--- src/hdl/assert_macros.svh ---
// Assertion helpers used by the arithmetic unit RTL.
// Each macro expects clk_i and rst_ni to be visible where it is used.
`ifndef ASSERT_MACROS_SVH
`define ASSERT_MACROS_SVH

// Plain property, checked at every rising clock edge outside of reset.
`define GFAU_ASSERT(lbl, prop, msg) \
  lbl: assert property (@(posedge clk_i) disable iff (!rst_ni) (prop)) else $error(msg);

// Same-cycle implication.
`define GFAU_ASSERT_IMPL(lbl, ante, cons, msg) \
  `GFAU_ASSERT(lbl, (ante) |-> (cons), msg)

// Next-cycle implication.
`define GFAU_ASSERT_NEXT(lbl, ante, cons, msg) \
  `GFAU_ASSERT(lbl, (ante) |=> (cons), msg)

`endif

--- src/hdl/gfau_pkg.sv ---
`timescale 1ns / 1ps
// ----------------------------------------------------------------------------
// GF(2^8) arithmetic unit package
// Field constants, operation codes and the table port structures.
// ----------------------------------------------------------------------------
package gfau_pkg;

  localparam int unsigned GfWidth   = 8;
  localparam int unsigned ElemCount = 1 << GfWidth;
  localparam int unsigned Order     = ElemCount - 1;

  typedef logic [GfWidth-1:0] gf_elem_t;

  // Operation codes carried in the kind field.
  typedef enum logic [2:0] {
    KindAdd = 3'd0,
    KindSub = 3'd1,
    KindMul = 3'd2,
    KindDiv = 3'd3,
    KindPow = 3'd4
  } gfau_kind_e;

  // Table builder states.
  typedef enum logic {
    BuildRun  = 1'b0,
    BuildFill = 1'b1
  } gfau_build_e;

  // Register indexes of the configuration port.
  localparam logic RegPoly = 1'b0;

  // Read requests from the datapath to the tables.
  typedef struct packed {
    logic     log_en;
    gf_elem_t log_addr_a;
    gf_elem_t log_addr_b;
    logic     exp_en;
    gf_elem_t exp_addr;
  } gfau_rd_req_t;

  // Registered read data and builder status.
  typedef struct packed {
    logic     busy;
    gf_elem_t log_a;
    gf_elem_t log_b;
    gf_elem_t exp_data;
  } gfau_rd_rsp_t;

endpackage

--- src/hdl/gfau_tables.sv ---
`timescale 1ns / 1ps
// ----------------------------------------------------------------------------
// GF(2^8) log and exp tables
// Builds both tables from the polynomial by stepping through powers of x,
// one power per cycle, and serves two log reads and one exp read per cycle.
// ----------------------------------------------------------------------------
module gfau_tables
  import gfau_pkg::*;
(
  input  logic         clk_i,
  input  logic         rst_ni,
  input  logic         rebuild_i,
  input  logic [8:0]   poly_i,
  input  gfau_rd_req_t req_i,
  output gfau_rd_rsp_t rsp_o
);

  gf_elem_t    log_mem [ElemCount];
  gf_elem_t    exp_mem [ElemCount];
  logic [ElemCount-1:0] vld_q;

  gfau_build_e state_q, state_d;
  gf_elem_t    step_q, step_d;
  gf_elem_t    pow_q, pow_d;
  logic        fill;

  gf_elem_t    log_a_q, log_b_q, exp_q;
  logic        va_q, vb_q;

  // Builder sequencer: one power of x per cycle.
  always_comb begin
    state_d = state_q;
    step_d  = step_q;
    pow_d   = pow_q;
    fill    = 1'b0;
    case (state_q)
      BuildFill: begin
        fill   = 1'b1;
        step_d = step_q + 1'b1;
        pow_d  = {pow_q[GfWidth-2:0], 1'b0} ^ (pow_q[GfWidth-1] ? poly_i[GfWidth-1:0] : '0);
        if (step_q == gf_elem_t'(Order - 1)) begin
          state_d = BuildRun;
        end
      end
      default: begin
      end
    endcase
    if (rebuild_i) begin
      state_d = BuildFill;
      step_d  = '0;
      pow_d   = gf_elem_t'(1);
    end
  end

  always_ff @(posedge clk_i or negedge rst_ni) begin
    if (!rst_ni) begin
      state_q <= BuildFill;
      step_q  <= '0;
      pow_q   <= gf_elem_t'(1);
      vld_q   <= '0;
    end else begin
      state_q <= state_d;
      step_q  <= step_d;
      pow_q   <= pow_d;
      if (rebuild_i) begin
        vld_q <= '0;
      end else if (fill) begin
        vld_q[pow_q] <= 1'b1;
      end
    end
  end

  // Table writes during the build; later powers overwrite earlier log entries.
  always_ff @(posedge clk_i) begin
    if (fill) begin
      log_mem[pow_q]  <= step_q;
      exp_mem[step_q] <= pow_q;
    end
  end

  // Registered reads, held while the owning stage stalls.
  always_ff @(posedge clk_i) begin
    if (req_i.log_en) begin
      log_a_q <= log_mem[req_i.log_addr_a];
      log_b_q <= log_mem[req_i.log_addr_b];
      va_q    <= vld_q[req_i.log_addr_a];
      vb_q    <= vld_q[req_i.log_addr_b];
    end
    if (req_i.exp_en) begin
      exp_q <= exp_mem[req_i.exp_addr];
    end
  end

  // An element never reached by the build reads as log 0.
  assign rsp_o.busy     = (state_q == BuildFill);
  assign rsp_o.log_a    = va_q ? log_a_q : '0;
  assign rsp_o.log_b    = vb_q ? log_b_q : '0;
  assign rsp_o.exp_data = exp_q;

endmodule

--- config.mk ---
export PLATFORM = sky130hd
export DESIGN_NAME = gfau_tables
export DESIGN_NICKNAME = d
export VERILOG_FILES = /design/src/hdl/assert_macros.svh /design/src/hdl/gfau_pkg.sv /design/src/hdl/gfau_tables.sv
export SDC_FILE = /design/constraint.sdc
export NUM_CORES = 2
export LEC_CHECK = 0
export BUFFER_PORTS_ARGS = -buffer_cell sky130_fd_sc_hd__buf_2
export CORE_ASPECT_RATIO = 0.7
export CORE_MARGIN = 5
export CORE_UTILIZATION = 50
export CTS_BUF_LIST = sky130_fd_sc_hd__clkbuf_4
export DETAILED_ROUTE_END_ITERATION = 8
export MAX_ROUTING_LAYER = met4
export PLACE_DENSITY = 0.65
export SKIP_CTS_REPAIR_TIMING = 1
export SYNTH_ARGS = -nofsm -noshare
export SYNTH_HDL_FRONTEND = slang
export SYNTH_SLANG_ARGS = --single-unit
--- constraint.sdc ---
create_clock -name clk_i -period 6.3 [get_ports clk_i]
set_input_delay 0.315 -clock clk_i [delete_from_list [all_inputs] [get_ports clk_i]]
set_output_delay 0.315 -clock clk_i [all_outputs]
set_load 0.1 [all_outputs]
---- Word level (Yosys, flattened, before mapping) ----
Memory sizes are Yosys's and may differ from the RTL's. A register that Yosys moved wholly into a read port is not among the register bits.
Cells that the tools add are included.
storage, ports and cells
  output and inout bits ................... 25
  RAM bits ................................ 4,096
  memories ................................ 2
  bits in latches ......................... 0
  bits in read-only memories .............. 0
  register bits ........................... 275
  bits of input ports ..................... 38
  word-level logic and storage cells ...... 40
memories
  name     words  width  read ports  clocked after Yosys merged registers in  write ports  line               RTL
  exp_mem  256    8      1           1                                        1            gfau_tables.sv:19  gf_elem_t exp_mem [ElemCount];
  log_mem  256    8      2           2                                        1            gfau_tables.sv:18  gf_elem_t log_mem [ElemCount];
cells by class
  reduce and logical (&&, ||, !) cells .... 3
  shifts and indexed selects .............. 0
  $mul .................................... 0
  multiplexer cells ....................... 21
  eq/ne operators ......................... 1
  add/subtract/negate cells ............... 1
  bitwise operators ....................... 2
  divide/modulo/power cells ............... 0
  magnitude comparators ................... 4
operator list
  cell                                                                           count
  256-bit two-way mux                                                            2
  256-bit bitwise OR                                                             1
  8-bit two-way mux                                                              7
  8-bit by 9-bit less-than comparator with 1-bit output (second input constant)  3
  1-bit binary-select mux with 8-bit select                                      2
  1-bit two-way mux                                                              9
  8-bit by 1-bit adder with 8-bit output (second input constant)                 1
  1-bit demux with 8-bit select                                                  1
  8-bit equality test (second input constant)                                    1
  8-bit by 1-bit >= comparator with 1-bit output (second input constant)         1
  8-bit XOR                                                                      1
  2-bit nonzero test                                                             2
  1-bit logical AND                                                              1

---- Logic depth before layout (Yosys ltp) ----
  word-level depth ........................ 7
  depth in mapped cells ................... 12
  gate-level depth less buffers ........... 6

---- Worst setup path before layout ----
No wires, ideal clock.
  path kind ............................... reg2reg
  start ................................... reg pow_q[3]
  end ..................................... mem log_mem[191][0] in the netlist's numbering, enable pin
  required time ........................... 5,924 ps
  arrival time ............................ 4,987 ps
  path buffers ............................ 2
  setup slack ............................. 937 ps
  setup time .............................. 376 ps
  cell stages (with the launch flop) ...... 6
  clock period less this slack ............ 5,363 ps
  cell sequence ........................... dfrtp_1 -> clkbuf_1 -> nand4_1 -> or2_2 -> clkbuf_1 -> nor2_1
RTL lines
  what                    line               RTL
  from (decl)             gfau_tables.sv:24  gf_elem_t pow_q, pow_d;
  from (signal assigned)  gfau_tables.sv:59  pow_q <= gf_elem_t'(1);
  from (signal assigned)  gfau_tables.sv:64  pow_q <= pow_d;
  to (decl)               gfau_tables.sv:18
Straight into the memory's write port.

---- Worst setup path after layout ----
  start ................................... reg pow_q[5]
  end ..................................... mem log_mem[120][1] in the netlist's numbering, enable pin
Straight into the memory's write port.

==> qor.log <==
[sta] remaining max-slew budget at the tightest pin -0.0921
[placed_design] final HPWL from detailed placement 372000 µm
[final_layout] Core Util, Final 0.554
[grt] number of global-route vias before repair 112000
[power_and_ir_drop] proportion of power drawn by combinational gates 0.070
[floorplan] number of standard-cell rows in the floorplan 189
[sta] transition time at the pin with the least slew margin 1.62 ns
[synthesis] part of the Yosys area used for sequential elements 0.689
[grt] antenna violations before repair 37
[sta] TNS Setup 0 ns
[final_layout] ratio of cells with drive above 1 in the final layout 0.312
[sta] FMAX 225 MHz
[grt] pin count of the biggest net entering global routing 225
[final_layout] nets 11000
[drt] via density per instance 6.77
[placed_design] weighted congestion reported at the end of routability-driven placement 0.960
[synthesis] number of synthesized flops with an enable pin 4122
[cts] clock input transition at the sequential cells of the worst setup and hold paths 0.07 ns
[critical_path] Worst Path Max Fanout 24
[power_and_ir_drop] net switching power figure 14.3 mW
[floorplan] Initial Utilization 0.501
[sta] post-route fraction of the period consumed by the critical path 0.704
[cts] CTS Root Cell sky130_fd_sc_hd__clkbuf_4
[sta] Final Hold Viols 0
[run_status] status complete, but fails checks
[synthesis] Top FF cell, synth sky130_fd_sc_hd__edfxtp_1
[floorplan] Chip Height 525 µm
[final_layout] most frequent standard cell in the layout excluding fill and tap cells sky130_fd_sc_hd__edfxtp_1
[critical_path] crit path launch type flip-flop
[synthesis] cell area after synthesis 190000 µm²
[floorplan] horizontal die dimension 746 µm
[drt] Iter 0 DRT Violations 18700
[power_and_ir_drop] LEAKAGE 69.2 nW
[synthesis] count of state elements after synthesis 4395
[drt] Wirelength per Cell 34.7 µm
[synthesis] number of standard cells after synthesis 10100
[drt] router iterations before antenna repair 8
[critical_path] arrival time reported for the critical path endpoint 5.66 ns
[synthesis] distinct cell type count after synthesis 81
[synthesis] number of warning messages in the yosys log 0
[floorplan] standard cell core area 378000 µm²
[power_and_ir_drop] switching share of total power 0.240
[drt] DRC violations left 0
[sta] minimum period implied by the final worst setup slack 4.44 ns
[cts] Clock Path Buffers 5
[cts] number of clock sinks seen by CTS 4395
[power_and_ir_drop] Power Dens Cells 285 nW/µm²
[cts] Clk Latency, worst-skew pair 1.77 ns
[critical_path] type of destination of the critical path flip-flop
[drt] wire length reported by the detailed router 583000 µm
[grt] final global-route overflow total 0
[critical_path] worst setup path category flip-flop to flip-flop
[floorplan] ports placed on the boundary 63
[run_status] violated checks capacitance limit, slew limit
[critical_path] critical path required time 7.53 ns
[sta] setup clock skew after layout 0.176 ns
[cts] TritonCTS clock tree done
[hold_path] class of the worst hold path primary input to flip-flop
[sta] setup-violating endpoint count in the final report 0
[sta] unrepaired setup endpoints after global routing no
[grt] wire length of the first global-routing pass 823000 µm
[floorplan] area enclosed by the die boundary 392000 µm²
[sta] pins over their slew limit 2
[final_layout] commonest cells after routing, fill and taps aside sky130_fd_sc_hd__edfxtp_1 (4122), sky130_fd_sc_hd__clkbuf_4 (1656), sky130_fd_sc_hd__mux4_2 (1417)
[cts] number of buffers created by CTS 1135
[drt] Final ANT Viol Nets 0
[power_and_ir_drop] register share of total power 0.534
[synthesis] Synthesized Nets 10200
[power_and_ir_drop] part of the power in the clock network 0.396
[final_layout] Layout area overhead 10.5%
[placed_design] number of buffers added on ports 61
[synthesis] Async SR Flop Fraction 0.0621
[power_and_ir_drop] Worst IR Drop VDD 0.000180 V
[cts] level count of the clock H-tree 7
[power_and_ir_drop] Int Power 45.4 mW
[synthesis] Syn Area/Cell 18.7 µm²
[drt] total number of vias 114000
[run] max-cap viol count 3
[grt] total routing resource utilization after global routing 0.305
path summary, 6_finish.rpt:
check	startpoint	to	slack, ns	cells past startpoint
worst max register to register	pow_q[5]	log_mem[120][1]	1.86	4
worst min-delay path	req_i[17]	log_a_q[3]	0.04	7
min in group asynchronous	rst_ni	vld_q[46]	0.21	5
worst max-delay path	pow_q[5]	log_mem[120][1]	1.86	4
worst min register to register	vld_q[114]	vld_q[114]	0.52	2
max in group asynchronous	rst_ni	vld_q[205]	4.60	6
cells in the mapped netlist, types with 84 or more instances:
cell / number / area, µm²
sky130_fd_sc_hd__a22oi_1: 388 / 2910
sky130_fd_sc_hd__a221oi_1: 84 / 736
sky130_fd_sc_hd__a21oi_1: 234 / 1170
sky130_fd_sc_hd__edfxtp_1: 4122 / 124000
sky130_fd_sc_hd__nand2_1: 184 / 691
sky130_fd_sc_hd__mux4_2: 1417 / 31900
sky130_fd_sc_hd__clkbuf_1: 340 / 1280
sky130_fd_sc_hd__dfrtp_1: 271 / 6780
sky130_fd_sc_hd__buf_2: 183 / 916
sky130_fd_sc_hd__o221ai_1: 155 / 1360
sky130_fd_sc_hd__nor2_1: 1052 / 3950
sky130_fd_sc_hd__mux2i_1: 556 / 5570
cells by family after synthesis:
logic type,share of synthesized area
muxes,0.199
adders and majority gates,0.000264
DFF,0.689
AOI/OAI and AO/OA,0.0506
xor gates and xnor gates,0.000601
buffers and inverters,0.0231
and+or+nand+nor,0.0371
power groups by stage:
stage | clock network (mW) | registers (mW) | logic [mW]
finish | 23.6 | 31.9 | 4.19
global route | 25.6 | 31.9 | 4.29
CTS | 23.9 | 31.9 | 4.02
detailed placement | 0 | 32.5 | 4.01
global placement | 0 | 32.5 | 3.97
floorplan | 0 | 32.7 | 2.34
layout make-up:
| class | count | area [µm²] |
|---|---|---|
| repair buffers | 450 | 4040 |
| flip-flops and latches | 4395 | 131000 |
| well taps | 5061 | 6330 |
| diodes | 47 | 118 |
| multi-input cells | 4967 | 54900 |
| clock inverters | 202 | 935 |
| inverters | 10 | 38.8 |
| fillers | 29000 | 169000 |
| clock buffers | 1656 | 12400 |
routing by layer:
metal / vias to the layer above / wire length, µm / GRT usage
met5: - / 0 / -
met4: 0 / 16700 / 0.101
met3: 1202 / 94000 / 0.128
met2: 8657 / 245000 / 0.399
met1: 59100 / 228000 / 0.431
li1: 44700 / - / -
sequential cells by signal, summed over array words and instances, names as in the netlist:
signal,cells
log_a_q,8
exp_q,8
vld_q,256
pow_q,8
log_b_q,8
log_mem,2048
va_q,1
step_q,8
exp_mem,2048
state_q,1
vb_q,1
per-stage QoR:
stage          instances  hold WS [ns]  area (µm²)  total power, mW  worst slack [ns]
2_1_floorplan      10100        0.0194      190000             35.0             0.937
3_3_place_gp       14800         0.370      195000             36.5              1.87
3_5_place_dp       14800         0.390      195000             36.5              1.86
4_1_cts            16700         -1.56      209000             59.8              2.16
5_1_grt            16800        0.0132      209000             61.8              1.93
6_report           16800        0.0431      209000             59.7              1.86
worst max-delay path, stage by stage (launching register included):
cell	delay, ns
sky130_fd_sc_hd__dfrtp_4	0.73
sky130_fd_sc_hd__buf_4	0.44
sky130_fd_sc_hd__nor2b_1	0.81
sky130_fd_sc_hd__nand3_1	0.85
sky130_fd_sc_hd__nor2_1	1.14
No activity file was read; power rests on OpenSTA's default activity.
